===== config.mk =====
export PLATFORM = sky130hd
export DESIGN_NAME = jh2d_ctrl
export DESIGN_NICKNAME = d
export VERILOG_FILES = /design/src/hdl/jh2d_pkg.sv /design/src/hdl/jh2d_ctrl.sv
export VERILOG_INCLUDE_DIRS = /design/src /design/src/hdl
export SDC_FILE = /design/constraint.sdc
export NUM_CORES = 1
export LEC_CHECK = 0
export BUFFER_PORTS_ARGS = -buffer_cell sky130_fd_sc_hd__buf_2
export CORE_AREA = 2 2 39 41
export CTS_BUF_LIST = sky130_fd_sc_hd__clkbuf_8
export CTS_CLUSTER_DIAMETER = 60
export DETAILED_ROUTE_END_ITERATION = 7
export DIE_AREA = 0 0 41 43
export MAX_ROUTING_LAYER = met4
export PLACE_DENSITY_LB_ADDON = 0.08
export SYNTH_ARGS = -nofsm -noshare
export SYNTH_HDL_FRONTEND = slang
export SYNTH_SLANG_ARGS = --single-unit

===== constraint.sdc =====
create_clock -name clk -period 1.3 [get_ports clk]
set_input_delay 0 -clock clk [delete_from_list [all_inputs] [get_ports clk]]
set_output_delay 0 -clock clk [all_outputs]
set_load 0.02 [all_outputs]

===== src/hdl/assert_macros.svh =====
// Assertion macros used by the histogram controller.
`ifndef ASSERT_MACROS_SVH
`define ASSERT_MACROS_SVH
`ifndef ASSERT_OFF
`define ASSERT_IMPL(lbl, ck, rs, ante, cons) \
  lbl: assert property (@(posedge ck) disable iff (rs) (ante) |-> (cons)) \
    else $error("assertion failed");
`define ASSERT_NEXT(lbl, ck, rs, ante, cons) \
  lbl: assert property (@(posedge ck) disable iff (rs) (ante) |=> (cons)) \
    else $error("assertion failed");
`else
`define ASSERT_IMPL(lbl, ck, rs, ante, cons)
`define ASSERT_NEXT(lbl, ck, rs, ante, cons)
`endif
`endif


===== src/hdl/jh2d_pkg.sv =====
// Types and constants for the joint histogram.
package jh2d_pkg;

  localparam int MAX_BINS_A  = 256;
  localparam int MAX_BINS_B  = 256;
  localparam int SAMPLE_BITS = 16;

  localparam int POS_A_W   = $clog2(MAX_BINS_A);
  localparam int POS_B_W   = $clog2(MAX_BINS_B);
  localparam int ADDR_W    = POS_A_W + POS_B_W;
  localparam int DEPTH     = MAX_BINS_A * MAX_BINS_B;
  localparam int SCALE_W   = 25;
  localparam int BINS_W    = 9;
  localparam int FRAC_BITS = 16;
  localparam int PROD_W    = SAMPLE_BITS + SCALE_W;
  localparam int COUNT_W   = 32;
  localparam int CFG_IDX_W = 3;
  localparam int CFG_W     = SCALE_W;

  typedef enum logic [1:0] {
    OP_ADD,
    OP_QUERY_VAL,
    OP_QUERY_POS,
    OP_RESERVED
  } op_t;

  typedef enum logic [CFG_IDX_W-1:0] {
    REG_LOW_A,
    REG_HIGH_A,
    REG_SCALE_A,
    REG_BINS_A,
    REG_LOW_B,
    REG_HIGH_B,
    REG_SCALE_B,
    REG_BINS_B
  } reg_idx_t;

  typedef enum logic [2:0] {
    S_CLEAR,
    S_IDLE,
    S_MAP,
    S_POS,
    S_READ,
    S_WRITE
  } state_t;

  typedef struct packed {
    logic clear;
    logic capture;
    logic map;
    logic pos;
    logic read;
    logic write;
  } cmd_t;

  typedef struct packed {
    logic clear_last;
  } stat_t;

endpackage


===== src/hdl/jh2d_ctrl.sv =====
// Sequencer for the clear pass and the per-word read-modify-write.
`include "assert_macros.svh"

module jh2d_ctrl
  import jh2d_pkg::*;
(
  input  logic   clk,
  input  logic   rst,
  input  logic   in_valid,
  output logic   in_stall,
  output logic   out_valid,
  input  logic   out_stall,
  input  stat_t  stat,
  output cmd_t   cmd
);

  state_t state, state_next;
  logic   go;

  // result slot free, or being taken this cycle
  assign go = !out_valid || !out_stall;

  always_ff @(posedge clk) begin
    if (rst) begin
      state     <= S_CLEAR;
      out_valid <= 1'b0;
    end else begin
      state <= state_next;
      if (cmd.write) begin
        out_valid <= 1'b1;
      end else if (out_valid && !out_stall) begin
        out_valid <= 1'b0;
      end
    end
  end

  always_comb begin
    state_next = state;
    cmd        = '0;
    in_stall   = 1'b1;
    unique case (state)
      S_CLEAR: begin
        cmd.clear = 1'b1;
        if (stat.clear_last) begin
          state_next = S_IDLE;
        end
      end
      S_IDLE: begin
        in_stall = 1'b0;
        if (in_valid) begin
          cmd.capture = 1'b1;
          state_next  = S_MAP;
        end
      end
      S_MAP: begin
        cmd.map    = 1'b1;
        state_next = S_POS;
      end
      S_POS: begin
        cmd.pos    = 1'b1;
        state_next = S_READ;
      end
      S_READ: begin
        cmd.read   = 1'b1;
        state_next = S_WRITE;
      end
      S_WRITE: begin
        if (go) begin
          cmd.write  = 1'b1;
          state_next = S_IDLE;
        end
      end
      default: begin
        state_next = S_IDLE;
      end
    endcase
  end

  `ASSERT_NEXT(a_accept_map, clk, rst, in_valid && !in_stall, state == S_MAP)
  `ASSERT_IMPL(a_write_slot, clk, rst, cmd.write, !out_valid || !out_stall)
  `ASSERT_NEXT(a_write_valid, clk, rst, cmd.write, out_valid)
  `ASSERT_IMPL(a_one_cmd, clk, rst, 1'b1,
               $onehot0({cmd.clear, cmd.capture, cmd.map, cmd.pos, cmd.read, cmd.write}))
  `ASSERT_NEXT(a_clear_exit, clk, rst, state == S_CLEAR,
               state == S_CLEAR || state == S_IDLE)

endmodule


==> out/results.txt <==
The detailed-router iteration count before antenna repair was 1. The kind of end point of the critical path is an output port. The path class of the lowest-slack min-delay path was in -> reg.

The count of nets left with antenna violations once routing finished came out at 0. The final routed wirelength across all metal layers is 555 microns, and the clock-pin slew reported for the worst setup and hold paths after clock tree synthesis is 0.03 ns. The final routed DRC violation total was 0.

For the worst setup path, the data required time is 1.30 ns. In the routed layout, each cell is associated on average with a via count of 4.23. The run finished with clean final reports. The core region is 1380 sq um. The tools report the number of antenna violations at the first check in global routing as 0. Startpoint of the most critical setup path: state[2]. For this design the ratio of total power to cell area is 1380 nW/um^2.

The number of buffer and inverter stages on the critical path is 1, and the area of the die is 1760 sq um. In this run the cell area of the synthesized design comes to 238 sq um. The share of total power dissipated in sequential elements is 31.0%. The net count of the finished layout is 47. The leftover overflow at the end of global routing is 0, and the weighted congestion reported at the end of routability-driven placement is 0.639. The per-cell routed wire length is 9.91 microns.

In this run the critical register-to-register path is captured at state[2]. The tools report the number of vias after detailed routing as 237. For the worst setup path, the data arrival time is 1.13 ns.

The share of cells above drive strength 1 was 45.0%; the area growth from synthesis to layout was 45.3%. The tools report the startpoint of the most critical register-to-register path as state[1]. The tools report the fill cell total of the finished layout as 155. Among all stages on the critical path, the largest delay is contributed by dfxtp_2. Cell internal power was estimated by the tool at 0.000364 W.

The portion of total power attributed to the clock network was 53.3%. The width of the die works out to 41 microns. The most critical setup path has its endpoint at cmd[4].

Once the clock tree was built, the setup fixing pass inserted 0 buffers. The tools report the initial DRC count as 0. In this run the number of cells on the critical path is 3. By startpoint and endpoint, the worst setup path is classified as reg -> out. Walking the worst path, the cells encountered are and2b_4 -> and3b_1 -> buf_2. The portion of the post-synthesis area used by sequential elements was 33.7%. The worst-path maximum fanout is 9, and the floorplan die height is 43 microns. The first-pass GRT wire length is 959 microns, and the number of instances in the synthesized netlist is 27. The final hold violation count was 0; the mean instance size in the synthesized netlist was 8.80 sq um. The maximum ir drop on the vdd rail was 0.413 mV; the number of port buffers was 12.

TritonCTS built the clock tree. The logs give 15.7% for the combinational cell fraction of total power and 8.62% for the total track usage. Once detailed placement completed, the half-perimeter wirelength came to 420 microns. Summed over all cells, the static leakage comes to 0.157 nW. The net switching share of the total power is 23.5%, and the max capacitance violation total is 0. The final max-slew violation count came out at 0. Synthesis produced a netlist with a net count of 32. Measured against its own limit, the worst slew margin works out to 78.4%.

The largest stage delay on the critical path was 0.39 ns; the worst hold slack after final layout was 0.00986 ns. In this run the power spent charging and discharging nets is 0.000112 W. Counting distinct cell types in the post-synthesis netlist gives 18.

In the final timing run, aggregate negative setup slack is 0 ns. The later pin in the worst-skew pair is clocked with a latency of 0.21 ns. The area used by sequential logic in the layout came out at 82.6 sq um. For the setup slack on the worst flop-to-flop path, the log shows 0.33 ns. Number of global-route vias before repair: 225. After synthesis the netlist holds a flip-flop and latch count of 4. The effective utilization at floorplan was 17.2%. Number of buffers created by CTS: 3. The worst register-to-register path has a depth of 2.

Setup repair after global routing left no endpoint under its margin. The clock passes through at most 2 buffers. In the final layout, the multi-input gates occupy 138 sq um.

The clock drives 4 sinks. In this run the core area contains 14 standard-cell rows. Derived from the worst setup path, the maximum achievable clock frequency is 887 MHz. The run gives 13 as the I/O pin count.

The final clock period utilization by the worst path is 86.8%, and the largest net degree at the start of global routing is 13. The final period demand of the worst path is 1.13 ns, and the total of warnings raised by yosys is 0. Cell type group with the largest total delay on the critical path: flip-flops. At the pin with the least slew margin, the transition time is 0.323 ns. On the final layout, the worst clock skew is 0.000789 ns.

The tools report the level count of the clock H-tree as 1. Clock tree root driver cell: clkbuf_8. Element type at the critical path start: a flop. Setup violations remaining at the end of the flow were counted as 0. The repair_antennas step left the layout with diodes totalling 0.
[power groups by stage]
stage | sequential [W] | combinational (W) | clock, W
2_1_floorplan | 0.000136 | 0.0000654 | 0
3_5_place_dp | 0.000148 | 0.0000753 | 0
3_3_place_gp | 0.000147 | 0.0000756 | 0
5_1_grt | 0.000151 | 0.0000821 | 0.000274
4_1_cts | 0.000147 | 0.0000757 | 0.000264
6_report | 0.000148 | 0.0000746 | 0.000253
[what timing repair did]
action	4_1_cts	5_1_grt
endpoints found under the setup margin	0	1
gates resized for setup	0	2
hold buffers	0	0
endpoints found under the hold margin	0	0
[kinds of logic (layout without fill, tap and decap cells)]
| family | after synthesis | count (layout) | synth area share (%) |
|---|---|---|---|
| flip-flops | 4 | 4 | 33.7 |
| buffers and inverters | 3 | 16 | 8.42 |
| AND/OR/NAND/NOR | 14 | 14 | 41.6 |
| AO/OA/AOI/OAI | 6 | 6 | 16.3 |
[state kept, by name (all words and copies together) (netlist names)]
signal     cells
state          3
out_valid      1
[worst register-to-register path, stage by stage, from the launching register on]
cell and delay [ns]:
dfxtp_1 0.39, or3b_1 0.40, o22ai_1 0.10
[metal layers]
metal | vias to the layer above | wire (microns) | share of wire (%) | GRT usage, %
li1 | 123 | - | - | -
met1 | 102 | 279 | 50 | 11.8
met2 | 12 | 227 | 41 | 9.06
met3 | 0 | 47 | 8.5 | 1.57
met4 | 0 | 0 | 0 | 10.0
met5 | - | 0 | 0 | -
[cells in the final DEF (no fill, tap or decap), drive strengths merged]
| cell | netlist | final |
|---|---|---|
| nand3b | 3 | 3 |
| o22ai | 1 | 1 |
| clkbuf | 0 | 3 |
| nand2b | 2 | 2 |
| nor3 | 1 | 1 |
| a21boi | 1 | 1 |
| and3b | 1 | 1 |
| nor4 | 1 | 1 |
| or2 | 1 | 1 |
| nand2 | 1 | 1 |
| dfxtp | 4 | 4 |
| inv | 1 | 1 |
| and2b | 1 | 1 |
| a21oi | 2 | 2 |
| nor3b | 2 | 2 |
| or3b | 1 | 1 |
| buf | 2 | 12 |
| a211oi | 2 | 2 |
[cell type report]
type / count / share of cell area [%]
inverter: 1 / 1.09
clock buffer: 3 / 12.0
sequential: 4 / 23.9
tap: 16 / 5.80
timing repair buffer: 12 / 17.4
multi-input combinational: 20 / 39.9
[worst min path at each step]
stage,end,cells past startpoint,from
2_1_floorplan,out_valid,1,rst
3_3_place_gp,out_valid,2,rst
3_5_place_dp,state[1],2,rst
4_1_cts,state[1],2,rst
5_1_grt,state[0],2,rst
6_report,state[0],2,rst
[cells in the mapped netlist]
cell type / number / area share [%]
dfxtp_1: 4 / 34
nand3b_1: 3 / 9.5
a211oi_1: 2 / 6.3
a21oi_1: 2 / 4.2
nand2b_1: 2 / 5.3
nor3b_1: 2 / 6.3
a21boi_0: 1 / 3.2
and2b_4: 1 / 4.2
and3b_1: 1 / 3.7
buf_2: 1 / 2.1
buf_6: 1 / 4.7
inv_1: 1 / 1.6
nand2_1: 1 / 1.6
nor3_1: 1 / 2.1
nor4_1: 1 / 2.6
o22ai_1: 1 / 2.6
or2_0: 1 / 2.6
or3b_1: 1 / 3.7
[through the flow]
stage | instances | instance area (sq um) | setup slack, ns | util, % | power, W
floorplan | 27 | 238 | 0.312 | - | 0.000201
global placement | 53 | 302 | 0.294 | 21.8 | 0.000223
detailed placement | 53 | 302 | 0.288 | 21.8 | 0.000223
CTS | 56 | 343 | 0.0509 | 24.8 | 0.000486
global route | 56 | 345 | 0.0639 | 25.0 | 0.000507
finish | 56 | 345 | 0.172 | 25.0 | 0.000476
(Power assumes the default switching activity.)
